[src/rtl/nsp_ram.sv]
// generic simple dual-port ram, one write and one registered read per cycle
// no dependencies
module nsp_ram #(
   parameter int WIDTH = 64,
   parameter int DEPTH = 32,
   parameter int AW    = 5
) (
   input  logic             clock,
   input  logic             wr_en,
   input  logic [AW-1:0]    wr_addr,
   input  logic [WIDTH-1:0] wr_data,
   input  logic             rd_en,
   input  logic [AW-1:0]    rd_addr,
   output logic [WIDTH-1:0] rd_data
);

   logic [WIDTH-1:0] mem [DEPTH];
   logic [WIDTH-1:0] rd_data_ff;

   always_ff @(posedge clock) begin
      if (wr_en) begin
         mem[wr_addr] <= wr_data;
      end
      if (rd_en) begin
         rd_data_ff <= mem[rd_addr];
      end
   end

   assign rd_data = rd_data_ff;

endmodule

[config.mk]
export PLATFORM = sky130hd
export DESIGN_NAME = nsp_ram
export DESIGN_NICKNAME = d
export VERILOG_FILES = /design/src/rtl/nsp_ram.sv
export SDC_FILE = /design/constraint.sdc
export NUM_CORES = 2
export LEC_CHECK = 0
export BUFFER_PORTS_ARGS = -buffer_cell sky130_fd_sc_hd__buf_2
export CORE_MARGIN = 2
export CORE_UTILIZATION = 30
export CTS_CLUSTER_DIAMETER = 60
export CTS_CLUSTER_SIZE = 8
export DETAILED_ROUTE_END_ITERATION = 16
export HOLD_SLACK_MARGIN = 0.08
export PLACE_DENSITY = 0.42
export SLEW_MARGIN = 10
export SYNTH_ARGS = -nofsm -noshare
export SYNTH_HDL_FRONTEND = slang
export SYNTH_SLANG_ARGS = --single-unit
[constraint.sdc]
create_clock -name clock -period 11.1 [get_ports clock]
set_input_delay 1.11 -clock clock [delete_from_list [all_inputs] [get_ports clock]]
set_output_delay 1.11 -clock clock [all_outputs]
set_load 0.01 [all_outputs]
; ---- Yosys cells after proc, flatten, opt, wreduce, memory -nomap -nowiden
; Memories as Yosys holds them, arrays and structs flattened. A register that Yosys moved wholly into a read port is not among the register bits.
; Index checks and enable logic that the tools add are counted.
[classes]
mux = 2
[ops]
columns = cell, n
row1 = 1-bit two-way mux, 2
[word_totals]
ramBits = 2048
out_inout_bits = 64
memories = 1
ff_bits = 0
[mem_list]
columns = name, words, word_bits, read_ports, rd_ports_with_merged_regs, write_ports, line_no
row1 = mem, 32, 64, 1, 1, 1, 17  ; logic [WIDTH-1:0] mem [DEPTH];

; ---- Depth between registers and ports, before layout
[depth]
ltp_word = 2
depth_mapped = 9
depth_no_buf = 4

; ---- Least setup slack after synthesis
; OpenSTA, ideal clock, no wires.
[synth_timing]
kind = in2reg
startpoint = input port wr_addr[1]
endpoint = memory mem[12][0] (enable)
t_arrival_ns = 4.446
slack_ns = 6.168
required_time_ns = 10.614
setup_time_ns = 0.486
path_stages = 3
cell_sequence = or3b_2 clkbuf_1 nor2_1
[synth_lines]
columns = element, line_no
row1 = "start, declared", 10  ; input logic [AW-1:0] wr_addr,
row2 = "end, declared", 17
; Straight into the memory's write port.

==> reports/metrics.csv <==
metric,value,unit
status,completed,
power_frac_seq,49.7,%
syn2layout_area_growth,17.18,%
crit_slowest_cell,buf_4,
cpMostUsedCell,mux4_2,
nets,3573,
first_global_vias,38083,
die_w,519.1,µm
cts_tree,built,
p_leak,28.72,nW
clock_sinks,2112,
drt-met1-wl,107.2,mm
routedWlPerCell,32.36,µm
p_comb_share,4.3,%
fp-row-count,189,
ant_nets,0,
cpPeakStageDelay,780,ps
crit_arrival,4600,ps
fillers,24085,
wl,228.3,mm
antenna_found_initial,32,
period_needed,3933,ps
hold_buffers,0,
cts.clk_slew.worst_paths,50,ps
fin_crit_sh,35.43,%
grt_pass1_wl,316.0,mm
intPower,14.32,mW
post-cts-setup-buffers,0,
fin_ws,7167,ps
track_usage,16.87,%
worst_pin_slew,1197,ps
setup_tns,0,ps
power_density,193.3,nW/µm²
cts_resized,0,
crit_type,primary input to register,
synth.ff_latch_count,2112,
cp_cell_sequence,"buf_8, buf_12, buf_4, mux4_2, mux4_2, mux2_2",
peakVddDrop,0.1314,mV
drc,0,
critPathLaunchType,primary input,
skew,60.64,ps
net-switching-power,3.710,mW
syn_inst,3097,
slew_headroom,20.22,%
grt_max_degree,116,
critPathCaptureType,register,
hold_viol_final,0,
htree_levels,5,
start_util,30.08,%
synth-adder-area-share,0,%
yosys_warnings,0,
ios,141,
synth_top_family_by_area,multiplexers,
hold_path.class,primary input to register,
clock_path_buffers,4,
place_ws,6159,ps
top_layer,met5,
io_buffers,140,
core-area,264600,µm²
numCtsBuffers,317,
clock_latency,930,ps
synthMuxAreaShare,18.56,%
vias,35574,
finalMaxSlewViolations,0,
maxCapViolCount,0,
synth-simple-area-share,0.3757,%
syn_area_per_cell,25.70,µm²
setup_viol,0,
drive_above_1_share,36.42,%
ys_seq_area_share,79.67,%
cp_max_fo,115,
wl_met2,104.7,mm
root_buffer,clkbuf_16,
gp_congestion,0.6771,
wl_met3,11.91,mm
synth_compound_area_share,0.4621,%
grt-ovfl-total,0,
syn-num-nets,3174,
ys_types,30,
die_area,269500,µm²
dp.final_hpwl,110.0,mm
drt_iter0_markers,3709,
drt_pass1_iterations,7,
rsz0062_at_grt,false,
switching_share,20.57,%
synth.cell_area,79610,µm²
worstPathRequired,11770,ps
max_clock_freq,254.2,MHz
synth_xor_area_share,0,%
clkPwrFrac,46.0,%
die_h,519.1,µm
via_per_inst,5.043,
## placed cells by master (no fill, tap or decap), types with 5 or more instances in the layout
cell / count
clkbuf_1: 5
edfxtp_1: 2112
buf_12: 5
mux2_2: 74
nor2_4: 32
nand3b_1: 5
mux4_2: 602
o22ai_1: 10
clkbuf_16: 321
nor2_1: 9
a221oi_1: 12
buf_4: 91
mux2i_1: 38
o21ai_0: 9
buf_2: 134
## metrics by stage
step                instance area [µm²]  instances  utilization, %  power (mW)  hold slack (ps)
finish                            93280       7054           35.25       18.03            664.8
global route                      93270       7051           35.25       18.65            667.4
CTS                               93270       7050           35.25       18.29            604.8
detailed placement                85060       6710           32.15       9.916            868.7
global placement                  85060       6710           32.15       9.914            853.4
floorplan                         79610       3097               -       9.553            798.3
## layer usage
metal,vias to the layer above,track usage [%]
met1,19973,24.84
met3,326,3.235
li1,14233,-
met5,-,0
met2,1024,25.78
met4,18,3.987
## synthesized netlist by cell type
cell / n / area [µm²]
edfxtp_1: 2112 / 63420
mux4_2: 602 / 13560
mux2_2: 74 / 833.3
buf_2: 65 / 325.3
clkbuf_1: 55 / 206.5
nor2_1: 41 / 153.9
mux2i_1: 38 / 380.4
buf_1: 19 / 71.32
buf_4: 14 / 105.1
a221oi_1: 12 / 105.1
o22ai_1: 10 / 62.56
o21ai_0: 9 / 45.04
nand3b_1: 5 / 37.54
nor2b_1: 4 / 25.02
a211oi_1: 3 / 22.52
a22oi_1: 3 / 22.52
and2_1: 3 / 18.77
buf_6: 3 / 33.78
nand2_1: 3 / 11.26
o211ai_1: 3 / 22.52
o221ai_1: 3 / 26.28
o2bb2ai_1: 3 / 26.28
o31a_1: 3 / 26.28
nand2b_1: 2 / 12.51
nand3_1: 2 / 10.01
or3b_2: 2 / 17.52
a22o_1: 1 / 8.760
and2_0: 1 / 6.260
inv_2: 1 / 3.750
or3_1: 1 / 6.260
## worst max-delay path, delay by kind of cell
kind / cells / cell delay, ps
buffers and inverters: 3 / 1790
muxes: 3 / 1190
## state kept, by name, indices dropped and copies added, names as in the netlist
signal / count
mem: 2048
rd_data: 64
## power by group through the flow
stage / Combinational, mW / Clock (mW) / Sequential [mW]
after floorplan: 0.445 / 0 / 9.11
after global placement: 0.794 / 0 / 9.12
after detailed placement: 0.797 / 0 / 9.12
after CTS: 0.799 / 8.52 / 8.97
after global routing: 0.838 / 8.85 / 8.97
final: 0.774 / 8.29 / 8.97
## logic make-up (layout without fill, tap and decap cells)
kind of cell           Yosys count  in the layout
AOI/OAI and AO/OA               50             50
buffers and inverters          157            577
DFF                           2112           2112
muxes                          714            714
other                            0              4
and+or+nand+nor                 64             64
## final cells by class
class	instances	area, µm²	area share, %
clock buffers	326	8051	8.631
well taps	3533	4420	4.739
repair buffers	236	1538	1.648
clock inverters	14	157.7	0.1690
flip-flops and latches	2112	63420	67.99
inverters	1	3.754	0.004024
diodes	4	10.01	0.01073
multi-input cells	828	15680	16.81
## final timing paths
kind / start / end / slack (ps) / depth (start not counted)
max: rd_addr[2] / rd_data[33] / 7170 / 6
min: wr_data[30] / mem[21][30] / 660 / 1
max reg2reg: mem[29][55] / rd_data[55] / 9080 / 3
min reg2reg: mem[20][46] / rd_data[46] / 830 / 4
Note: power is estimated with default switching activity, not from simulation.
