`config.mk`:
```
export PLATFORM = sky130hd
export DESIGN_NAME = nsp_front
export DESIGN_NICKNAME = d
export VERILOG_FILES = /design/src/rtl/nsp_pkg.sv /design/src/rtl/nsp_front.sv
export SDC_FILE = /design/constraint.sdc
export NUM_CORES = 1
export LEC_CHECK = 0
export BUFFER_PORTS_ARGS = -buffer_cell sky130_fd_sc_hd__buf_4
export CAP_MARGIN = 40
export CORE_ASPECT_RATIO = 1.2
export CORE_UTILIZATION = 56
export DETAILED_ROUTE_END_ITERATION = 10
export GPL_TIMING_DRIVEN = 0
export PLACE_DENSITY = 0.8
export REMOVE_ABC_BUFFERS = 1
export SYNTH_ARGS = -nofsm -noshare
export SYNTH_HDL_FRONTEND = slang
export SYNTH_SLANG_ARGS = --single-unit
export TNS_END_PERCENT = 5
```
`constraint.sdc`:
```
create_clock -name clock -period 4.4 [get_ports clock]
set_input_delay 0 -clock clock [delete_from_list [all_inputs] [get_ports clock]]
set_output_delay 0 -clock clock [all_outputs]
set_load 0.005 [all_outputs]
```
`src/rtl/nsp_pkg.sv`:
```
// shared types and constants for the nested section profiler
// no dependencies; every other file but nsp_ram refers to it by scoped names
package nsp_pkg;

   localparam int STACK_DEPTH = 32;
   localparam int STK_AW      = 5;
   localparam int SP_W        = 6;
   localparam int SLOT_W      = 5;
   localparam int TS_W        = 64;
   localparam int CNT_W       = 32;

   typedef enum logic [1:0] {
      ST_OK        = 2'd0,
      ST_OVERFLOW  = 2'd1,
      ST_UNDERFLOW = 2'd2,
      ST_BAD_SLOT  = 2'd3
   } status_type;

   // per-slot statistics, one memory word
   typedef struct packed {
      logic [TS_W-1:0]  min_elapsed;
      logic [TS_W-1:0]  max_elapsed;
      logic [TS_W-1:0]  total_elapsed;
      logic [CNT_W-1:0] close_count;
   } stats_type;

   localparam int STATS_W = $bits(stats_type);

   localparam stats_type STATS_RESET = '{
      min_elapsed:   '1,
      max_elapsed:   '0,
      total_elapsed: '0,
      close_count:   '0
   };

   // decoded item handed from the front stage to the update stage
   typedef struct packed {
      logic              pop;
      status_type        status;
      logic [SLOT_W-1:0] slot;
      logic [TS_W-1:0]   timestamp;
      logic [SP_W-1:0]   depth;
   } item_type;

   typedef struct packed {
      status_type        status;
      logic [SLOT_W-1:0] closed_slot;
      logic [TS_W-1:0]   elapsed;
      logic [TS_W-1:0]   min_elapsed;
      logic [TS_W-1:0]   max_elapsed;
      logic [TS_W-1:0]   total_elapsed;
      logic [CNT_W-1:0]  close_count;
      logic [SP_W-1:0]   nesting_depth;
   } rsp_word_type;

endpackage

```
`src/rtl/nsp_front.sv`:
```
// front stage: classifies push/pop, owns the open-section stack and pointer,
// issues slot memory reads and start-time writes; uses nsp_pkg
module nsp_front #(
   parameter int SLOTS = 32,
   parameter int AW    = 5
) (
   input  logic                        clock,
   input  logic                        reset,
   input  logic                        accept,
   input  logic                        op,
   input  logic [nsp_pkg::SLOT_W-1:0]  slot,
   input  logic [nsp_pkg::TS_W-1:0]    timestamp,
   output logic [AW-1:0]               rd_addr,
   output logic                        start_wr_en,
   output logic [AW-1:0]               start_wr_addr,
   output nsp_pkg::item_type           item
);

   localparam logic [8:0] SLOT_LIM = 9'(SLOTS);

   logic [nsp_pkg::SLOT_W-1:0] stack_ff [nsp_pkg::STACK_DEPTH];
   logic [nsp_pkg::SP_W-1:0]   sp_ff, sp_in;
   nsp_pkg::item_type          item_ff, item_in;
   logic [nsp_pkg::SP_W-1:0]   sp_m1;
   logic [nsp_pkg::SLOT_W-1:0] tos;
   logic                       push_ok, pop_ok;

   assign sp_m1 = sp_ff - nsp_pkg::SP_W'(1);
   assign tos   = stack_ff[sp_m1[nsp_pkg::STK_AW-1:0]];

   always_comb begin
      push_ok           = 1'b0;
      pop_ok            = 1'b0;
      item_in.pop       = op;
      item_in.timestamp = timestamp;
      item_in.slot      = slot;
      item_in.status    = nsp_pkg::ST_OK;
      if (!op) begin
         if (9'(slot) >= SLOT_LIM) begin
            item_in.status = nsp_pkg::ST_BAD_SLOT;
         end else if (sp_ff >= nsp_pkg::SP_W'(nsp_pkg::STACK_DEPTH)) begin
            item_in.status = nsp_pkg::ST_OVERFLOW;
         end else begin
            push_ok = 1'b1;
         end
      end else begin
         if (sp_ff == '0 || sp_ff > nsp_pkg::SP_W'(nsp_pkg::STACK_DEPTH)) begin
            item_in.status = nsp_pkg::ST_UNDERFLOW;
            item_in.slot   = '0;
         end else if (9'(tos) >= SLOT_LIM) begin
            item_in.status = nsp_pkg::ST_BAD_SLOT;
            item_in.slot   = tos;
         end else begin
            item_in.slot = tos;
            pop_ok       = 1'b1;
         end
      end
      sp_in = sp_ff;
      if (accept && push_ok) begin
         sp_in = sp_ff + nsp_pkg::SP_W'(1);
      end else if (accept && pop_ok) begin
         sp_in = sp_m1;
      end
      item_in.depth = sp_in;
   end

   always_ff @(posedge clock) begin
      if (reset) begin
         sp_ff <= '0;
      end else begin
         sp_ff <= sp_in;
      end
   end

   always_ff @(posedge clock) begin
      if (accept) begin
         item_ff <= item_in;
      end
      if (accept && push_ok) begin
         stack_ff[sp_ff[nsp_pkg::STK_AW-1:0]] <= slot;
      end
   end

   assign rd_addr       = AW'(op ? tos : slot);
   assign start_wr_en   = accept && push_ok;
   assign start_wr_addr = AW'(slot);
   assign item          = item_ff;

endmodule

```
; ---- After elaboration in Yosys (flattened, before gate mapping)
; Memories as Yosys holds them, arrays and structs flattened.
; Index checks and enable logic that the tools add are counted.
; W data, S select, Z words.
[totals]
out_inout_bits = 89
inputBits = 73
word_cells = 29
regBits = 84
memories = 1
mem_bits_rw = 160
[op_classes]
add_sub_neg = 2
mux = 14
n_reduce_logical = 4
order_cmp = 2
[mem_list]
columns = name, words, width, rd, rd_ports_with_merged_regs, write_ports, line_no
row1 = stack_ff, 32, 5, 1, 0, 1, nsp_front.sv:21  ; logic [nsp_pkg::SLOT_W-1:0] stack_ff [nsp_pkg::STACK_DEPTH];
[ops]
columns = operator, count
row1 = $mux W5, 3
row2 = $mux W6, 2
row3 = $mux W1, 7
row4 = $add A6 B1 Y6 const B, 1
row5 = $ge A6 B6 Y1 const B, 1
row6 = $gt A6 B6 Y1 const B, 1
row7 = $logic_not A6 Y1, 1
row8 = $sub A6 B1 Y6 const B, 1
row9 = $mux W2, 2
row10 = $logic_and A1 B1 Y1, 2
row11 = $logic_or A1 B1 Y1, 1

; ---- Logic depth before layout (Yosys ltp)
; Gate-level depths: netlist (run 1).
[logic_depth]
ltp_word = 7
ltp_mapped = 12
depth_no_buf = 7

; ---- Worst setup path before layout (run 1)
; OpenSTA, ideal clock, no wires.
[synth_path]
path_kind = flip-flop to flip-flop
startpoint = register sp_ff[0] (netlist name)
endpoint = register item_ff (netlist bit item[71]) (data pin)
arrival_time_ns = 2.806
path_stages_with_launch = 12
setup_slack_ns = 1.332
path_buffers = 4
synth_period_minus_slack_ns = 3.068
required_ns = 4.138
setup_ns = 0.262
cell_sequence = dfxtp_1 -> buf_2 -> inv_1 -> clkbuf_1 -> ha_1 -> buf_4 -> xor2_4 -> buf_6 -> mux4_1 -> mux2_2 -> o21ai_1 -> nor4_1
[synth_lines]
columns = item, line_no
row1 = start: declaration, nsp_front.sv:22  ; logic [nsp_pkg::SP_W-1:0] sp_ff, sp_in;
row2 = start signal: assignment, nsp_front.sv:71  ; sp_ff <= sp_in;
row3 = end signal: assignment, nsp_front.sv:77  ; item_ff <= item_in;
row4 = end: declaration, nsp_front.sv:23  ; nsp_pkg::item_type item_ff, item_in;

; ---- Final worst setup path (run 1)
[layout_path]
startpoint = register sp_ff[0] (netlist name)
endpoint = output rd_addr[4]
[layout_between]
elab_chain_cells = 3
[layout_rtl]
columns = item, line_no
row1 = $sub A6 B1 Y6, nsp_front.sv:28  ; assign sp_m1 = sp_ff - nsp_pkg::SP_W'(1);
row2 = $mem_v2 Z32 W5, n/a
row3 = $mux W5, nsp_front.sv:84  ; assign rd_addr = AW'(op ? tos : slot);
row4 = end: declaration, nsp_front.sv:13  ; output logic [AW-1:0] rd_addr,
; Every way passes these cells.

==> impl_metrics.toml, run 1 <==
[cells_and_area]
insertedDiodeCount = 0
final_cells = 996
syn2layout_area_growth_pct = 30.1
final_nets = 841
layout_commonest_cell = "edfxtp_1"
drive_gt1_share_pct = 29.0
final_cell_mix = "edfxtp_1, buf_4, dlygate4sd3_1"

[worst_setup_path]
end_kind = "output port"
worst-setup-path-type = "flip-flop to output port"
required_ns = 4.40
cp-start-kind = "flip-flop"
r2r_cells = 9
critPathMaxFanout = 20
cp_data_arrival_time_ns = 4.21

[place]
hpwl_mm = 13.5
portBuffers = 161
place_inst = 881
gp_congestion = 0.836

[cts]
cts_tree = "built"
clock_sinks = 244
clk_latency_ns = 0.51
numCtsBuffers = 23
root_buffer = "clkbuf_16"
post_cts_buffers = 0
clk_pin_slew_ns = 0.06
htree_levels = 1
clockBufferDepth = 3

[synthesis]
ys_warn_count = 0
yosysUniqueCellTypes = 51
ys_ff_latch = 244
async_reset_ff_share_pct = 0
synth_area_per_cell_um2 = 18.1
syn_area_mm2 = 0.00957
synthCells = 529
yosysSeqAreaShare_pct = 76.0
synth-edff-count = 238
synth_flop_cell = "edfxtp_1"

[die]
start_util_pct = 57.0
fp.dieH_um = 145
design.die.area_mm2 = 0.0176
rows = 52
core_area_mm2 = 0.0168
io_pins = 162
die_w_um = 121

[global_route]
grt_pass1_wl_mm = 33.2
grt_overflow = 0
grt_pass1_vias = 5800
grt.total_usage_pct = 25.5
grt_max_degree = 73
grt_antenna_before_repair = 0

[pwr]
cellPowerDensity_mw_per_mm2 = 591
leakagePower_nw = 4.48
power.total_mw = 7.35
ir_worst_vdd_uv = 420

[route]
vias = 5750
vias_per_cell = 5.77
drt_iter0_markers = 515
wire_per_inst_um = 22.3
dr.pass1.iters = 5
drc = 0
ant_nets = 0
drt_wl_total_mm = 22.2

[timing]
worst_pin_slew_ns = 0.938
slew_headroom_pct = 37.4
max_freq_ghz = 0.237
finalSetupViolCount = 0
fin_crit_ns = 4.21
skew_ns = 0.0183
hold_viol_final = 0
rsz0062_at_grt = "false"
min_period_over_period_pct = 95.7
finalMaxSlewViolations = 0

[min_path]
hold-path-cell-count = 2
min_path_type = "primary input to flip-flop"

[run_status]
status = "complete, no violations"

[job]
cap_viol_max_count = 0
[critical path, cell delays in order, from the launching register on]
cell	delay, ns
dfxtp_2	0.51
buf_8	0.22
clkinvlp_4	0.31
ha_1	0.47
xor2_4	0.35
buf_12	0.24
mux4_1	0.61
mux2_2	0.30
o22ai_1	0.39
nor4_1	0.13
buf_4	0.17
[timing repair]
| action | 4_1_cts | 5_1_grt |
|---|---|---|
| gates resized for setup | 2 | 0 |
| setup endpoints to repair | 4 | 5 |
| hold endpoints to repair | 240 | 0 |
| hold buffers | 72 | 0 |
| cloned | 0 | 1 |
[cell type report]
type                            instances  area, um2
Clock buffer                           33        623
Clock inverter                          9        124
Fill cell                             946       4340
Inverter                                5       22.5
Multi-Input combinational cell        250       2120
Sequential cell                       244       7270
Tap cell                              216        270
Timing Repair Buffer                  238       2020
Timing Repair inverter                  1       5.00
[path summary, 6_finish.rpt]
kind | slack (ns) | start | to
max | 0.19 | sp_ff[0]$_SDFF_PP0_ | rd_addr[4]
min | 0.22 | timestamp[57] | item[63]$_DFFE_PP_
max reg2reg | 0.61 | sp_ff[0]$_SDFF_PP0_ | item[74]$_DFFE_PP_
min reg2reg | 0.70 | sp_ff[1]$_SDFF_PP0_ | sp_ff[1]$_SDFF_PP0_
[report_power, final]
part	internal (mW)	switching, mW	leakage, nW
logic	1.18	1.30	1.86
clock network	1.16	0.803	0.368
registers	2.75	0.151	2.26
total	5.10	2.26	4.48
[through the flow]
step | area (um2) | setup TNS [ns] | setup slack (ns) | utilization (%) | hold slack (ns)
floorplan | 9390 | -0.0849 | -0.0849 | - | 0
global route | 12500 | 0 | 0.0953 | 74.2 | 0.211
finish | 12500 | 0 | 0.187 | 74.2 | 0.218
detailed placement | 11000 | 0 | 0.218 | 65.4 | 0.179
CTS | 12400 | 0 | 0.0263 | 74.1 | 0.202
global placement | 10900 | -15.32 | -1.62 | 64.8 | 0.178
[Yosys cell counts, types with 2 or more instances]
master,instances,area (um2)
buf_1,2,7.51
mux4_2,7,158
mux2i_1,40,400
buf_2,7,35.0
edfxtp_1,238,7150
o21ai_1,2,10.0
mux2_2,8,90.1
a221o_1,2,20.0
ha_1,5,62.6
nand2_1,13,48.8
a22oi_1,9,67.6
buf_4,8,60.1
nor3b_1,2,15.0
dfxtp_1,6,120
xnor2_1,7,61.3
buf_6,3,33.8
xor2_1,4,35.0
inv_1,4,15.0
nand3_1,22,110
or3b_2,3,26.3
nor3_1,3,15.0
nor4_1,9,56.3
mux4_1,14,368
o21ai_0,2,10.0
or3_1,2,12.5
nor2b_1,6,37.5
nand3b_1,4,30.0
a32oi_1,2,17.5
clkbuf_1,9,33.8
a31oi_1,2,12.5
o22ai_1,6,37.5
a21oi_1,9,45.0
nor2_1,44,165
and2_1,2,12.5
and4_1,4,35.0
nor2_2,2,12.5
nand2b_1,3,18.8
[sequential cells by signal, summed over array words and instances, names as in the netlist]
register and cells:
stack_ff 160, item 78, sp_ff 6
[logic make-up after synthesis]
family	Yosys count	synth area share (%)
flops	244	76.0
fa+ha+maj	5	0.654
mux	69	10.6
xor+xnor	12	1.29
compound gates	41	2.89
buf+inv	35	2.03
simple gates	123	6.55
[metal layers]
layer	share of wire [%]	routed length [um]	track usage [%]
met1	38	8410	32.3
met2	51	11300	44.2
met3	8.6	1910	4.99
met4	2.6	583	7.72
met5	0	0	0
No activity file was read; power rests on OpenSTA's default activity.
==> run 2, diff against run 1 <==
--- a/config.mk
+++ b/config.mk
@@ -5,13 +5,14 @@
 export SDC_FILE = /design/constraint.sdc
 export NUM_CORES = 1
 export LEC_CHECK = 0
+export ABC_AREA = 1
 export BUFFER_PORTS_ARGS = -buffer_cell sky130_fd_sc_hd__buf_4
 export CAP_MARGIN = 40
 export CORE_ASPECT_RATIO = 1.2
 export CORE_UTILIZATION = 56
 export DETAILED_ROUTE_END_ITERATION = 10
 export GPL_TIMING_DRIVEN = 0
-export PLACE_DENSITY = 0.8
+export PLACE_DENSITY = 0.79
 export REMOVE_ABC_BUFFERS = 1
 export SYNTH_ARGS = -nofsm -noshare
 export SYNTH_HDL_FRONTEND = slang
==> run 2 against run 1 <==
  * Largest cell class unchanged
  * Maximum frequency is 4.8% higher
  * Die area up 5.4%
  * Highest routed layer unchanged
  * Largest power group unchanged
  * Total power is 10% lower
==> impl_metrics.toml, run 2 <==
[timing]
max_freq_ghz = 0.249
skew_ns = 0.0261
finalMaxSlewViolations = 0
slew_headroom_pct = 38.6
setup_ws_ns = 0.379
worst_pin_slew_ns = 0.919
rsz0062_at_grt = "false"
fin_crit_ns = 4.02
hold_viol_final = 0
min_period_over_period_pct = 91.4
finalSetupViolCount = 0

[place]
portBuffers = 161
preCtsSetupSlack_ns = 0.0675
hpwl_mm = 14.2
gp_congestion = 0.803
place_inst = 1225
place_area_mm2 = 0.0114

[synthesis]
ys_warn_count = 0
yosysUniqueCellTypes = 29
yosysSeqAreaShare_pct = 72.0
synth-edff-count = 238
ys_top_cells_by_count = "nand2_1, edfxtp_1, nand3_1"
syn_area_mm2 = 0.0101
async_reset_ff_share_pct = 0
synth_top_area_share_pct = 70.8
synth_area_per_cell_um2 = 11.5
synth_area_leaders = "edfxtp_1, nand2_1, nand3_1"
ys_ff_latch = 244
yosysMostFrequentCell = "nand2_1"
yosys.area.top_type = "edfxtp_1"
synthCells = 878
synth_flop_cell = "edfxtp_1"

[worst_setup_path]
critPathMaxFanout = 45
cp_data_arrival_time_ns = 4.02
cp-start-kind = "flip-flop"
worst-setup-path-type = "flip-flop to output port"
required_ns = 4.40
end_kind = "output port"

[route]
dr.pass1.iters = 8
ant_nets = 0
vias = 7212
wire_per_inst_um = 19.2
drt_iter0_markers = 650
drt_wl_total_mm = 25.6
vias_per_cell = 5.39
drc = 0

[cells_and_area]
final_cells = 1339
largest_register_ffs = 160
fillers = 1042
layout_commonest_cell = "nand2_1"
final_cell_mix = "nand2_1, edfxtp_1, buf_4"
syn2layout_area_growth_pct = 27.7
fin_area_mm2 = 0.0129
insertedDiodeCount = 0
final_nets = 1181
drive_gt1_share_pct = 19.7

[cts]
root_buffer = "clkbuf_16"
htree_levels = 1
clk_pin_slew_ns = 0.07
clock_sinks = 244
cts_tree = "built"
clk_latency_ns = 0.51
numCtsBuffers = 23
clockBufferDepth = 3

[global_route]
grt_max_degree = 58
grt_pass1_wl_mm = 38.6
grt.total_usage_pct = 27.5
grt_antenna_before_repair = 0
grt_overflow = 0
grt_pass1_vias = 7301

[min_path]
min_path_type = "primary input to flip-flop"

[die]
core_area_mm2 = 0.0176
design.die.area_mm2 = 0.0186
start_util_pct = 57.5
die_w_um = 125
io_pins = 162
fp.dieH_um = 149
rows = 53

[pwr]
cellPowerDensity_mw_per_mm2 = 511
ir_worst_vdd_uv = 387
leakagePower_nw = 5.47
power.total_mw = 6.59

[run_status]
status = "complete, no violations"

[job]
cap_viol_max_count = 0
run 2: what timing repair did:
action / 4_1_cts / 5_1_grt
hold endpoints to repair: 261 / 0
gates resized for setup: 1 / 1
hold buffers: 72 / 0
buffers inserted: 1 / 0
setup endpoints to repair: 5 / 5
run 2: final timing paths:
check | startpoint | to | slack [ns] | depth (start not counted)
worst max-delay path | sp_ff[0]$_SDFF_PP0_ | rd_addr[4] | 0.38 | 13
worst min-delay path | timestamp[35] | item[41]$_DFFE_PP_ | 0.21 | 2
worst max register to register | sp_ff[0]$_SDFF_PP0_ | item[74]$_DFFE_PP_ | 0.78 | 12
worst min register to register | sp_ff[5]$_SDFF_PP0_ | sp_ff[5]$_SDFF_PP0_ | 0.65 | 4
run 2: metrics by stage:
stage | utilization (%) | setup TNS (ns) | hold slack (ns)
floorplan | - | -5.39 | 0
global placement | 64.4 | -139.34 | 0.178
detailed placement | 65.1 | 0 | 0.179
CTS | 73.3 | 0 | 0.194
global route | 73.4 | 0 | 0.204
finish | 73.4 | 0 | 0.208
run 2: layout make-up:
cell class	count	area [um2]	share of cell area (%)
clock inverter	12	110	0.854
sequential	244	7270	56.4
timing repair buffer	239	2050	15.9
inverter	96	368	2.85
clock buffer	29	598	4.64
tap	220	275	2.14
multi-input combinational	499	2220	17.2
run 2: worst max-delay path: stages (launching register included):
cell and delay, ns:
dfxtp_4 0.68, inv_2 0.49, ha_2 0.62, buf_16 0.24, inv_4 0.36, nand3_1 0.17, nand3_1 0.16, nand3_1 0.10
nand2_1 0.16, nand2_1 0.07, nand2_1 0.12, nand2_1 0.08, nand2_1 0.08, buf_4 0.12
run 2: per-layer routing:
layer / vias up / part of all wire (%) / GRT usage (%)
met5: - / 0 / 0
met4: 0 / 4.5 / 14.0
met3: 90 / 6.7 / 3.62
met2: 371 / 55 / 51.0
met1: 3392 / 34 / 31.0
li1: 3359 / - / -
run 2: kinds of logic (layout without fill, tap and decap cells):
group | count (synthesis) | count (layout) | synth area share (%)
DFF | 244 | 244 | 72.0
and+or+nand+nor | 476 | 476 | 19.9
xor gates and xnor gates | 6 | 6 | 0.669
AOI/OAI and AO/OA | 12 | 12 | 0.632
adders and majority gates | 5 | 5 | 0.620
buffers and inverters | 135 | 376 | 6.18
run 2: power breakdown:
group / internal, mW / switching [mW] / leakage [nW]
registers: 2.68 / 0.0921 / 2.26
logic: 0.679 / 1.25 / 2.87
clock network: 1.08 / 0.810 / 0.345
total: 4.44 / 2.15 / 5.47
