==> src/rtl/nsp_pkg.sv <==
// shared types and constants for the nested section profiler
// no dependencies; every other file but nsp_ram refers to it by scoped names
package nsp_pkg;

   localparam int STACK_DEPTH = 32;
   localparam int STK_AW      = 5;
   localparam int SP_W        = 6;
   localparam int SLOT_W      = 5;
   localparam int TS_W        = 64;
   localparam int CNT_W       = 32;

   typedef enum logic [1:0] {
      ST_OK        = 2'd0,
      ST_OVERFLOW  = 2'd1,
      ST_UNDERFLOW = 2'd2,
      ST_BAD_SLOT  = 2'd3
   } status_type;

   // per-slot statistics, one memory word
   typedef struct packed {
      logic [TS_W-1:0]  min_elapsed;
      logic [TS_W-1:0]  max_elapsed;
      logic [TS_W-1:0]  total_elapsed;
      logic [CNT_W-1:0] close_count;
   } stats_type;

   localparam int STATS_W = $bits(stats_type);

   localparam stats_type STATS_RESET = '{
      min_elapsed:   '1,
      max_elapsed:   '0,
      total_elapsed: '0,
      close_count:   '0
   };

   // decoded item handed from the front stage to the update stage
   typedef struct packed {
      logic              pop;
      status_type        status;
      logic [SLOT_W-1:0] slot;
      logic [TS_W-1:0]   timestamp;
      logic [SP_W-1:0]   depth;
   } item_type;

   typedef struct packed {
      status_type        status;
      logic [SLOT_W-1:0] closed_slot;
      logic [TS_W-1:0]   elapsed;
      logic [TS_W-1:0]   min_elapsed;
      logic [TS_W-1:0]   max_elapsed;
      logic [TS_W-1:0]   total_elapsed;
      logic [CNT_W-1:0]  close_count;
      logic [SP_W-1:0]   nesting_depth;
   } rsp_word_type;

endpackage

==> src/rtl/nsp_update.sv <==
// update stage: elapsed time, min/max/total/count update, slot valid bits
// and response formatting; uses nsp_pkg
module nsp_update #(
   parameter int SLOTS = 32,
   parameter int AW    = 5
) (
   input  logic                       clock,
   input  logic                       reset,
   input  logic                       accept,
   input  logic                       stage_valid,
   input  logic [AW-1:0]              rd_addr,
   input  nsp_pkg::item_type          item,
   input  logic [nsp_pkg::TS_W-1:0]   start_time,
   input  nsp_pkg::stats_type         stats_rd,
   output logic                       stats_wr_en,
   output logic [AW-1:0]              stats_wr_addr,
   output nsp_pkg::stats_type         stats_wr,
   output nsp_pkg::rsp_word_type      rsp_word
);

   logic [SLOTS-1:0]          vld_ff, vld_in;
   logic                      rd_vld_ff;
   logic [AW-1:0]             addr_ff;
   nsp_pkg::stats_type        cur, upd;
   logic [nsp_pkg::TS_W-1:0]  el;
   logic                      ok;

   // unwritten slot reads as its reset statistics
   assign cur = rd_vld_ff ? stats_rd : nsp_pkg::STATS_RESET;
   assign el  = item.timestamp - start_time;
   assign ok  = (item.status == nsp_pkg::ST_OK);

   always_comb begin
      upd.min_elapsed   = (el < cur.min_elapsed) ? el : cur.min_elapsed;
      upd.max_elapsed   = (el > cur.max_elapsed) ? el : cur.max_elapsed;
      upd.total_elapsed = cur.total_elapsed + el;
      upd.close_count   = cur.close_count + nsp_pkg::CNT_W'(1);
   end

   assign stats_wr_en   = stage_valid && item.pop && ok;
   assign stats_wr_addr = addr_ff;
   assign stats_wr      = upd;

   always_comb begin
      vld_in = vld_ff;
      if (stats_wr_en) begin
         vld_in[addr_ff] = 1'b1;
      end
   end

   always_ff @(posedge clock) begin
      if (reset) begin
         vld_ff <= '0;
      end else begin
         vld_ff <= vld_in;
      end
   end

   always_ff @(posedge clock) begin
      if (accept) begin
         rd_vld_ff <= vld_ff[rd_addr];
         addr_ff   <= rd_addr;
      end
   end

   always_comb begin
      rsp_word.status        = item.status;
      rsp_word.closed_slot   = item.slot;
      rsp_word.nesting_depth = item.depth;
      rsp_word.elapsed       = '0;
      rsp_word.min_elapsed   = '0;
      rsp_word.max_elapsed   = '0;
      rsp_word.total_elapsed = '0;
      rsp_word.close_count   = '0;
      if (ok && item.pop) begin
         rsp_word.elapsed       = el;
         rsp_word.min_elapsed   = upd.min_elapsed;
         rsp_word.max_elapsed   = upd.max_elapsed;
         rsp_word.total_elapsed = upd.total_elapsed;
         rsp_word.close_count   = upd.close_count;
      end else if (ok) begin
         rsp_word.min_elapsed   = cur.min_elapsed;
         rsp_word.max_elapsed   = cur.max_elapsed;
         rsp_word.total_elapsed = cur.total_elapsed;
         rsp_word.close_count   = cur.close_count;
      end
   end

endmodule

==> config.mk <==
export PLATFORM = sky130hd
export DESIGN_NAME = nsp_update
export DESIGN_NICKNAME = d
export VERILOG_FILES = /design/src/rtl/nsp_pkg.sv /design/src/rtl/nsp_update.sv
export SDC_FILE = /design/constraint.sdc
export NUM_CORES = 1
export LEC_CHECK = 0
export ABC_AREA = 1
export BUFFER_PORTS_ARGS = -buffer_cell sky130_fd_sc_hd__buf_2
export CAP_MARGIN = 10
export CORE_AREA = 2 2 349 351
export CTS_CLUSTER_DIAMETER = 40
export DETAILED_ROUTE_END_ITERATION = 10
export DIE_AREA = 0 0 351 353
export PLACE_DENSITY = 0.42
export SLEW_MARGIN = 20
export SYNTH_ARGS = -nofsm -noshare
export SYNTH_HDL_FRONTEND = slang
export SYNTH_SLANG_ARGS = --single-unit
==> constraint.sdc <==
create_clock -name clock -period 10.79 [get_ports clock]
set_input_delay 0.5395 -clock clock [delete_from_list [all_inputs] [get_ports clock]]
set_output_delay 0.5395 -clock clock [all_outputs]
set_load 0.01 [all_outputs]
==> After elaboration in Yosys (flattened, before gate mapping) <==
Cells that the tools add are included.
{ "op_classes": {"add_sub_neg": 3, "multipliers": 0, "div": 0, "magnitude_cmp": 5, "n_eq_ne": 0, "shifts": 0, "muxes": 10, "bitwise_logic": 1, "n_reduce_logical": 5} }
{ "op_table": {"columns": ["op", "count"], "rows": [
  ["$mux W224", 3],
  ["$mux W64", 3],
  ["$add A64 B64 Y64", 1],
  ["$gt A64 B64 Y1", 1],
  ["$lt A64 B64 Y1", 1],
  ["$sub A64 B64 Y64", 1],
  ["$add A32 B1 Y32 const B", 1],
  ["$or A32 B32 Y32", 1],
  ["$lt A5 B6 Y1 const B", 2],
  ["$bmux W1 S5", 1],
  ["$demux W1 S5", 1],
  ["$ge A5 B1 Y1 const B", 1],
  ["$logic_and A1 B1 Y1", 4],
  ["$logic_not A2 Y1", 1],
  ["$mux W1", 2]
]} }
{ "totals": {"reg_bits": 38, "latchBits": 0, "ram_bits": 0, "mem_bits_ro": 0, "input_bits": 375, "out_inout_bits": 531, "word_cells": 27, "n_memories": 0} }

==> Longest topological paths before layout <==
Gate-level depths: netlist of run 1.
{ "logic_depth": {"ltp_word": 5, "ltp_mapped": 38, "depth_no_buf": 37} }

==> Least setup slack after synthesis of run 1 <==
OpenSTA, ideal clock, no wires.
{ "synth_timing": {"path_kind": "in2out", "startpoint": "input port item[6] in the netlist's numbering", "endpoint": "output port rsp_word[95] in the netlist's numbering", "arrival_time_ns": 4.675, "setup_slack_ns": 5.576, "stages": 30, "cell_sequence": "inv_1 ha_1 inv_1 fa_1 nand3_1 nand2_1 nand3_1 nand2_1 nand2_1 nand2_1 nand2_1 nand2_1 a21oi_1 o21ai_0 a21oi_1 xor2_1 inv_1 ha_1 nand2_1 nor2_1 inv_1 nor4_1 nand3_1 nand3_1 nand3_1 o211ai_1 a21oi_1 or2_2 nand3_1 o21ai_0"} }
{ "synth_rtl": {"columns": ["item", "line", "rtl"], "rows": [
  ["start: declaration", "nsp_update.sv:12", "input nsp_pkg::item_type item,"],
  ["end: declaration", "nsp_update.sv:18", "output nsp_pkg::rsp_word_type rsp_word"]
]} }

==> flow_metrics.py, run 1 <==
metrics = {
    "run_status": {
        "status": "finished, final reports clean",
    },
    "final_layout": {
        "drive_gt1_frac": 0.2468,
        "nets": 5116,
        "final_common_cell": "nand2_1",
        "stdcell_count": 6124,
        "fin_area_um2": 26970,
        "fillers": 14310,
        "mostFrequentLayoutCells": "885 x nand2_1, 883 x buf_2, 491 x inv_1, 376 x nor2_1, 280 x a21oi_1",
        "areaGrowthSynthToFinish_pct": 29.47,
    },
    "sta": {
        "worst_pin_slew_ns": 1.117,
        "setup_viol": 0,
        "tns_ns": 0,
        "hold_viol_final": 0,
        "clock_skew_ns": 0.006290,
        "min_period_over_period": 0.7650,
        "relSlewSlack": 0.2526,
        "fmax_ghz": 0.1211,
        "maxSlewViolCount": 0,
        "rsz0062_at_grt": "no",
        "min_period_ns": 8.255,
    },
    "setup_path": {
        "critical_path.startpoint": "item[6]",
        "r2r-end": "vld_ff[12]",
        "worst-r2r-cell-count": 4,
        "cp.arrival_ns": 7.72,
        "critPathMaxFanout": 33,
        "end_kind": "output port",
        "r2r_start": "stats_wr_addr[2]",
        "start_kind": "input pin",
        "critical_path_class": "input pin to output port",
        "cp.required_ns": 10.25,
        "rrSetupSlack_ns": 9.18,
    },
    "place": {
        "numPortBuffers": 883,
        "place.gp.congestion": 0.9524,
        "place_area_um2": 26780,
        "place.detailed.hpwl_mm": 123.8,
        "placed_cells": 6106,
    },
    "detailed_routing": {
        "vias": 28570,
        "drt-wirelength-per-cell_um": 23.44,
        "drt_pre_antenna_iters": 6,
        "wl_mm": 143.6,
        "antenna_left": 0,
        "drt_iter0_markers": 2510,
        "routed_via_density": 4.665,
        "drc_errors": 0,
    },
    "global_routing": {
        "track_usage": 0.2185,
        "grt_max_degree": 143,
        "antenna_found_initial": 23,
        "grt_pass1_vias": 27600,
        "grt_overflow": 0,
        "grt_first_pass_wirelength_mm": 197.6,
    },
    "logic_synthesis": {
        "synth_cells": 3709,
        "syn-num-nets": 4337,
        "ys_types": 59,
        "avgSynthCellArea_um2": 5.616,
        "yosys_warnings": 0,
        "ys_ff_latch": 38,
        "synth_seq_area_share": 0.03940,
        "syn_area_um2": 20830,
    },
    "clocking": {
        "cts_hold_buffers": 0,
        "cts_setup_buffers": 0,
        "clockBufferDepth": 2,
        "clkTransAtPathRegs_ns": 0.06,
        "cts-root-buf": "clkbuf_16",
        "cts.sinks": 38,
        "cts_tree": "yes",
        "cts_resized": 0,
        "clk_latency_ns": 0.29,
        "cts_max_level": 2,
        "cts_buffers": 5,
    },
    "die": {
        "coreArea_um2": 120600,
        "die_w_um": 351,
        "ios": 906,
        "die-height_um": 353,
        "std_cell_rows": 128,
        "start_util": 0.1727,
        "dieArea_um2": 123900,
    },
    "min_path": {
        "min-delay-start": "vld_ff[2]",
        "hold_depth": 2,
        "min_path_type": "flop to flop",
        "holdPathEnd": "vld_ff[2]",
    },
    "pwr": {
        "p_leak_nw": 14.92,
        "power.density_nw_per_um2": 133.2,
        "peakVddDrop_uv": 56.91,
    },
    "run": {
        "drv_cap": 0,
    },
}
-- layer usage --
layer  wire, um  track usage  up-vias
met5         90            0        -
met3       9119      0.02987      141
met1      63280       0.2880    13550
met2      67260       0.3730     1109
li1           -            -    13750
met4       3800      0.05185       14
-- worst max-delay path, stage by stage --
cell and delay (ns):
buf_2 0.10, inv_1 0.05, ha_1 0.17, inv_1 0.08
fa_1 0.48, nand3_1 0.11, nand2_1 0.09, nand3_1 0.09
nand2_1 0.11, a21o_1 0.24, nand4_1 0.16, nand3_1 0.37
xnor2_1 0.79, inv_1 0.44, ha_1 0.41, inv_1 0.04
nor4_1 0.62, nand4_1 0.39, inv_1 0.29, nand3_1 0.12
nor3b_2 0.28, nand3_4 0.11, buf_4 0.34, buf_4 0.41
nand3_1 0.37, nand3_1 0.13, nand2_1 0.17, buf_2 0.16
-- worst max path at each step --
stage | end | slack, ns | cells past startpoint
after floorplan | rsp_word[95] | 5.58 | 30
after global placement | rsp_word[149] | 2.31 | 26
after detailed placement | rsp_word[149] | 2.28 | 27
after CTS | rsp_word[149] | 2.27 | 27
after global routing | rsp_word[149] | 1.92 | 27
final | rsp_word[149] | 2.54 | 28
-- per-stage QoR --
step / total power, mW / hold WS, ns / worst slack (ns) / utilization
2_1_floorplan: 1.981 / 0.4297 / 5.576 / -
3_3_place_gp: 3.426 / 0.4421 / 2.313 / 0.2220
3_5_place_dp: 3.412 / 0.4429 / 2.284 / 0.2220
4_1_cts: 3.597 / 0.4568 / 2.266 / 0.2234
5_1_grt: 3.849 / 0.4771 / 1.919 / 0.2235
6_report: 3.593 / 0.4561 / 2.535 / 0.2236
-- power by group --
group / switching [mW] / leakage, nW / internal, mW
Combinational: 2.26 / 14.5 / 1.01
Sequential: 0.00324 / 0.316 / 0.146
Clock: 0.0638 / 0.0847 / 0.109
-- logic make-up (layout without fill, tap and decap cells) --
kind of cell	after synthesis	in the layout	share of synthesized area
fa+ha+maj	253	253	0.1527
xor+xnor	138	138	0.05838
other cells	0	10	0
simple gates	1935	1935	0.4355
buf+inv	654	1434	0.1323
compound gates	691	691	0.1818
flops	38	38	0.03940
-- final cells by class --
cell class | instances | area (um2) | area share
Inverter | 500 | 1881 | 0.06973
Clock buffer | 5 | 125.1 | 0.004639
Multi-Input combinational cell | 3017 | 17290 | 0.6410
Timing Repair Buffer | 926 | 4755 | 0.1763
Sequential cell | 38 | 820.8 | 0.03043
Clock inverter | 3 | 42.54 | 0.001577
Antenna cell | 10 | 25.02 | 0.0009279
Tap cell | 1625 | 2033 | 0.07539
-- cell usage after synthesis, drive strengths merged --
master / number / area, um2
o2111ai: 3 / 26.28
xor2: 90 / 795.8
clkbuf: 72 / 270.3
o21bai: 4 / 30.03
o21ai: 271 / 1356
nor3: 40 / 205.2
and3: 1 / 6.260
inv: 497 / 1866
dfxtp: 32 / 640.6
fa: 2 / 40.04
o221a: 1 / 11.26
o21a: 20 / 150.1
a31oi: 37 / 231.5
nand3b: 5 / 37.54
nor3b: 3 / 32.53
a21oi: 284 / 1436
a21o: 17 / 127.6
o221ai: 5 / 43.79
clkinv: 3 / 11.26
a211oi: 8 / 60.06
o22ai: 7 / 43.79
nor4: 25 / 156.4
and2: 134 / 838.3
nand2: 903 / 3465
xnor2: 48 / 420.4
o31ai: 1 / 7.510
buf: 82 / 608.1
nand4: 31 / 193.9
or2: 5 / 31.29
o31a: 1 / 8.760
edfxtp: 6 / 180.2
o211ai: 15 / 112.6
a2111oi: 2 / 17.52
nand3: 402 / 2628
ha: 251 / 3141
a31o: 2 / 17.52
a21boi: 10 / 78.83
nor2: 386 / 1479
a41oi: 2 / 17.52
a32oi: 1 / 8.760
-- state kept, by name (all words and copies together), names as in the netlist --
signal / count
rd_vld_ff: 1
stats_wr_addr: 5
vld_ff: 32
No activity file was read; power rests on OpenSTA's default activity.
==> inputs of run 2 (changes only) <==
--- a/config.mk
+++ b/config.mk
@@ -12,7 +12,7 @@
 export CTS_CLUSTER_DIAMETER = 40
 export DETAILED_ROUTE_END_ITERATION = 10
 export DIE_AREA = 0 0 351 353
-export PLACE_DENSITY = 0.42
+export PLACE_DENSITY = 0.43
 export SLEW_MARGIN = 20
 export SYNTH_ARGS = -nofsm -noshare
 export SYNTH_HDL_FRONTEND = slang
==> constraint.sdc (replaced) <==
create_clock -name clock -period 6.9 [get_ports clock]
set_input_delay 0.345 -clock clock [delete_from_list [all_inputs] [get_ports clock]]
set_output_delay 0.345 -clock clock [all_outputs]
set_load 0.01 [all_outputs]
==> flow_metrics.py, run 2 (synthesis results as in run 1) <==
metrics = {
    "die": {
        "std_cell_rows": 128,
        "coreArea_um2": 120600,
        "die_w_um": 351,
        "ios": 906,
        "start_util": 0.1727,
        "dieArea_um2": 123900,
        "die-height_um": 353,
    },
    "final_layout": {
        "regArea_um2": 820.8,
        "nets": 5170,
        "drive_gt1_frac": 0.2575,
        "top_register": "vld_ff",
        "stdcell_count": 6181,
        "multiInputGateArea_um2": 17340,
        "fillers": 14260,
        "mostFrequentLayoutCells": "885 x nand2_1, 883 x buf_2, 491 x inv_1, 376 x nor2_1, 279 x nand3_1",
        "final_common_cell": "nand2_1",
        "largest_reg_flops": 32,
        "areaGrowthSynthToFinish_pct": 32.28,
    },
    "detailed_routing": {
        "wl_mm": 144.4,
        "antenna_left": 0,
        "routed_via_density": 4.637,
        "vias": 28660,
        "drt-wirelength-per-cell_um": 23.36,
        "drt_pre_antenna_iters": 6,
        "drt_iter0_markers": 2160,
        "drc_errors": 0,
    },
    "sta": {
        "worst_pin_slew_ns": 1.091,
        "min_period_ns": 6.466,
        "maxSlewViolCount": 0,
        "min_period_over_period": 0.9371,
        "setup_viol": 0,
        "relSlewSlack": 0.2702,
        "fmax_ghz": 0.1547,
        "rsz0062_at_grt": "no",
        "clock_skew_ns": 0.002000,
        "hold_viol_final": 0,
    },
    "setup_path": {
        "crit_slowest_cell": "ha_1",
        "critPathMaxFanout": 19,
        "max_stage_delay_ns": 0.51,
        "cp.required_ns": 6.55,
        "path_delay_family": "simple AND/OR/NAND/NOR gates",
        "start_kind": "input pin",
        "cp_common_cell": "nand2_1",
        "cp_num_buf_inv": 6,
        "cp.arrival_ns": 6.12,
        "end_kind": "output port",
        "critical_path_class": "input pin to output port",
    },
    "global_routing": {
        "grt_max_degree": 135,
        "antenna_found_initial": 29,
        "grt_overflow": 0,
        "grt_first_pass_wirelength_mm": 198.5,
        "track_usage": 0.2199,
        "grt_pass1_vias": 27670,
    },
    "clocking": {
        "cts_buffers": 5,
        "clk_latency_ns": 0.28,
        "cts_max_level": 2,
        "cts_setup_buffers": 0,
        "cts_tree": "yes",
        "cts-root-buf": "clkbuf_16",
        "clockBufferDepth": 2,
        "clkTransAtPathRegs_ns": 0.06,
        "cts.sinks": 38,
    },
    "place": {
        "place.detailed.hpwl_mm": 125.8,
        "numPortBuffers": 883,
        "placed_cells": 6160,
        "place.gp.congestion": 0.9546,
    },
    "pwr": {
        "p_leak_nw": 15.23,
        "power.density_nw_per_um2": 207.6,
        "peakVddDrop_uv": 112.9,
        "p_total_mw": 5.721,
    },
    "run": {
        "drv_cap": 0,
    },
    "run_status": {
        "status": "finished, final reports clean",
    },
    "min_path": {
        "min_path_type": "input pin to flop",
    },
}
[run 2: final cells by class]
| type | instances | share of cell area |
|---|---|---|
| multi-input cells | 3017 | 0.6292 |
| clock buffers | 8 | 0.006039 |
| diodes | 13 | 0.001181 |
| well taps | 1625 | 0.07379 |
| flip-flops and latches | 38 | 0.02979 |
| repair buffers | 980 | 0.1918 |
| inverters | 500 | 0.06825 |
[run 2: through the flow]
step / util / worst slack (ns) / hold WS (ns) / cell area [um2] / TNS [ns]
2_1_floorplan: - / 2.075 / 0.4141 / 20830 / 0
3_3_place_gp: 0.2264 / -0.6740 / 0.4416 / 27310 / -63.31
3_5_place_dp: 0.2265 / -0.6285 / 0.4465 / 27310 / -56.98
4_1_cts: 0.2281 / 0.006317 / 0.2980 / 27510 / 0
5_1_grt: 0.2284 / 0.009941 / 0.3005 / 27540 / 0
6_report: 0.2285 / 0.4342 / 0.3079 / 27560 / 0
[run 2: power breakdown]
group	internal [mW]	switching, mW	leakage [nW]
clock network	0.164	0.0915	0.0833
logic	1.69	3.54	14.8
registers	0.229	0.00784	0.316
[run 2: worst reg2reg max path, cell delays in order, from the launching register on]
cell	delay, ns
edfxtp_1	0.46
inv_1	0.16
nand2_1	0.09
nor2_1	0.57
nand2_1	0.11
a21oi_1	0.15
[run 2: path summary, 6_finish.rpt]
kind / from / endpoint / slack, ns / cells after the start
min reg2reg: vld_ff[12] / vld_ff[12] / 0.45 / 2
min: rd_addr[3] / stats_wr_addr[3] / 0.31 / 1
max reg2reg: stats_wr_addr[0] / vld_ff[24] / 5.30 / 5
max: start_time[39] / rsp_word[207] / 0.43 / 26
[run 2: timing repair]
action / in CTS / in global routing
cloned: 0 / 0
endpoints found under the setup margin: 128 / 39
pin swaps: 1 / 0
endpoints found under the hold margin: 0 / 0
gates resized for setup: 6 / 3
hold buffers: 0 / 0
[run 2: routing by layer]
metal  vias up  GRT usage  part of all wire
li1      13870          -                 -
met1     13580     0.2917              0.45
met2      1053     0.3757              0.47
met3       144    0.02549             0.056
met4        14    0.05425             0.029
met5         -          0           0.00060
==> inputs of run 3 (changes only) <==
==> constraint.sdc (replaced) <==
create_clock -name clock -period 6.9 [get_ports clock]
set_input_delay 1.035 -clock clock [delete_from_list [all_inputs] [get_ports clock]]
set_output_delay 1.035 -clock clock [all_outputs]
set_load 0.01 [all_outputs]
==> flow_metrics.py, run 3 (synthesis results as in run 1) <==
metrics = {
    "run_status": {
        "status": "finished with violations",
        "violations": "setup timing",
    },
    "detailed_routing": {
        "drt-wirelength-per-cell_um": 22.80,
        "wl_mm": 154.6,
        "drt_pre_antenna_iters": 5,
        "antenna_left": 0,
        "vias": 31500,
        "routed_via_density": 4.648,
        "drc_errors": 0,
        "drt_iter0_markers": 2402,
    },
    "pwr": {
        "p_clk_frac": 0.029,
        "netSwitchingFraction": 0.5459,
        "p_total_mw": 8.124,
        "p_seq_frac": 0.029,
        "combPwrFrac": 0.942,
        "p_sw_mw": 4.435,
        "power.density_nw_per_um2": 221.2,
        "p_int_mw": 3.689,
        "peakVddDrop_uv": 162.8,
        "p_leak_nw": 19.45,
    },
    "clocking": {
        "cts_max_level": 2,
        "cts.sinks": 38,
        "cts-root-buf": "clkbuf_16",
        "clockBufferDepth": 2,
        "cts_tree": "yes",
        "clk_latency_ns": 0.28,
        "cts_hold_buffers": 0,
        "clkTransAtPathRegs_ns": 0.06,
        "cts_buffers": 5,
    },
    "setup_path": {
        "critPathMaxFanout": 5,
        "crit_slowest_cell": "ha_2",
        "critical_path_class": "input pin to output port",
        "cp_num_buf_inv": 11,
        "start_kind": "input pin",
        "max_stage_delay_ns": 0.39,
        "cp.required_ns": 5.86,
        "end_kind": "output port",
        "cp.arrival_ns": 5.94,
        "cp_common_cell": "nand4_1",
        "path_delay_family": "simple AND/OR/NAND/NOR gates",
    },
    "die": {
        "dieArea_um2": 123900,
        "die_w_um": 351,
        "die-height_um": 353,
        "std_cell_rows": 128,
        "ios": 906,
        "start_util": 0.1727,
        "coreArea_um2": 120600,
    },
    "sta": {
        "rsz0062_at_grt": "yes",
        "min_period_over_period": 1.012,
        "maxSlewViolCount": 0,
        "hold_viol_final": 0,
        "tns_ns": -1.345,
        "worst_pin_slew_ns": 0.9923,
        "fmax_ghz": 0.1433,
        "clock_skew_ns": 0.005106,
        "relSlewSlack": 0.3385,
        "min_period_ns": 6.980,
        "setup_viol": 44,
        "fin_ws_ns": -0.07974,
    },
    "min_path": {
        "min_path_type": "flop to flop",
    },
    "run": {
        "drv_cap": 0,
    },
    "global_routing": {
        "grt_pass1_vias": 30220,
        "grt_first_pass_wirelength_mm": 209.5,
        "grt_max_degree": 92,
        "antenna_found_initial": 19,
        "grt_overflow": 0,
        "track_usage": 0.2309,
    },
    "final_layout": {
        "drive_gt1_frac": 0.4479,
        "mostFrequentLayoutCells": "773 x buf_2, 735 x nand2_1, 597 x buf_4, 456 x inv_1, 345 x nor2_1",
        "largest_reg_flops": 32,
        "nets": 5775,
        "top_register": "vld_ff",
        "fillers": 13470,
        "areaGrowthSynthToFinish_pct": 76.30,
        "final_common_cell": "buf_2",
    },
    "place": {
        "place.detailed.hpwl_mm": 129.4,
        "place.gp.congestion": 0.9766,
        "numPortBuffers": 883,
    },
}
-- run 3: cell count changes in the layout (fill, tap and decap cells not counted), sizes merged --
cell,before,now
clkbuf,8,14
inv,498,496
diode,13,5
clkinvlp,0,3
clkinv,2,3
buf,980,1576
bufbuf,0,1
-- run 3: layer usage --
layer / track usage / part of all wire / vias up
met2: 0.3970 / 0.47 / 1228
met3: 0.02834 / 0.062 / 195
met5: 0 / 0.00063 / -
li1: - / - / 15100
met1: 0.3056 / 0.44 / 14970
met4: 0.05056 / 0.028 / 14
-- run 3: through the flow --
stage	hold WS (ns)	setup slack (ns)	util	cell area, um2	instances
6_report	0.4564	-0.07974	0.3045	36730	6778
5_1_grt	0.4683	-0.3194	0.3044	36720	6774
4_1_cts	0.4510	-0.2089	0.2807	33850	6729
3_5_place_dp	0.4416	-1.118	0.2596	31310	6667
3_3_place_gp	0.4368	-1.136	0.2596	31300	6667
2_1_floorplan	0.4297	0.6948	-	20830	3709
-- run 3: power groups by stage --
stage	Combinational (mW)	Clock, mW	Sequential [mW]
final	7.65	0.234	0.237
after global routing	8.11	0.247	0.237
after CTS	6.74	0.236	0.236
after detailed placement	6.07	0	0.241
after global placement	6.09	0	0.241
after floorplan	2.86	0	0.237
-- run 3: final cells by class --
type / instances / area, um2 / area share
clock inverters: 2 / 11.26 / 0.0003066
diodes: 5 / 12.51 / 0.0003407
inverters: 500 / 1902 / 0.05179
well taps: 1625 / 2033 / 0.05536
clock buffers: 6 / 138.9 / 0.003782
multi-input cells: 3017 / 20350 / 0.5540
flip-flops and latches: 38 / 820.8 / 0.02235
repair buffers: 1585 / 11460 / 0.3121
-- run 3: final timing paths --
| path | cells after the start | startpoint | slack, ns | to |
|---|---|---|---|---|
| setup / recovery | 30 | start_time[15] | -0.08 | stats_wr[191] |
| hold / removal | 2 | vld_ff[22] | 0.46 | vld_ff[22] |
| setup reg to reg | 6 | stats_wr_addr[0] | 5.33 | vld_ff[29] |
| hold reg to reg | 2 | vld_ff[22] | 0.46 | vld_ff[22] |
-- run 3: tightest hold or removal path, stage by stage, from the launching register on --
cell     delay, ns
dfxtp_1       0.30
inv_1         0.06
a21oi_1       0.06
-- run 3: what timing repair did --
action                     4_1_cts  5_1_grt
pin swaps                       65      135
cloned                          14        9
setup endpoints to repair      309      319
setup buffers                   44       41
resized for setup              393      549
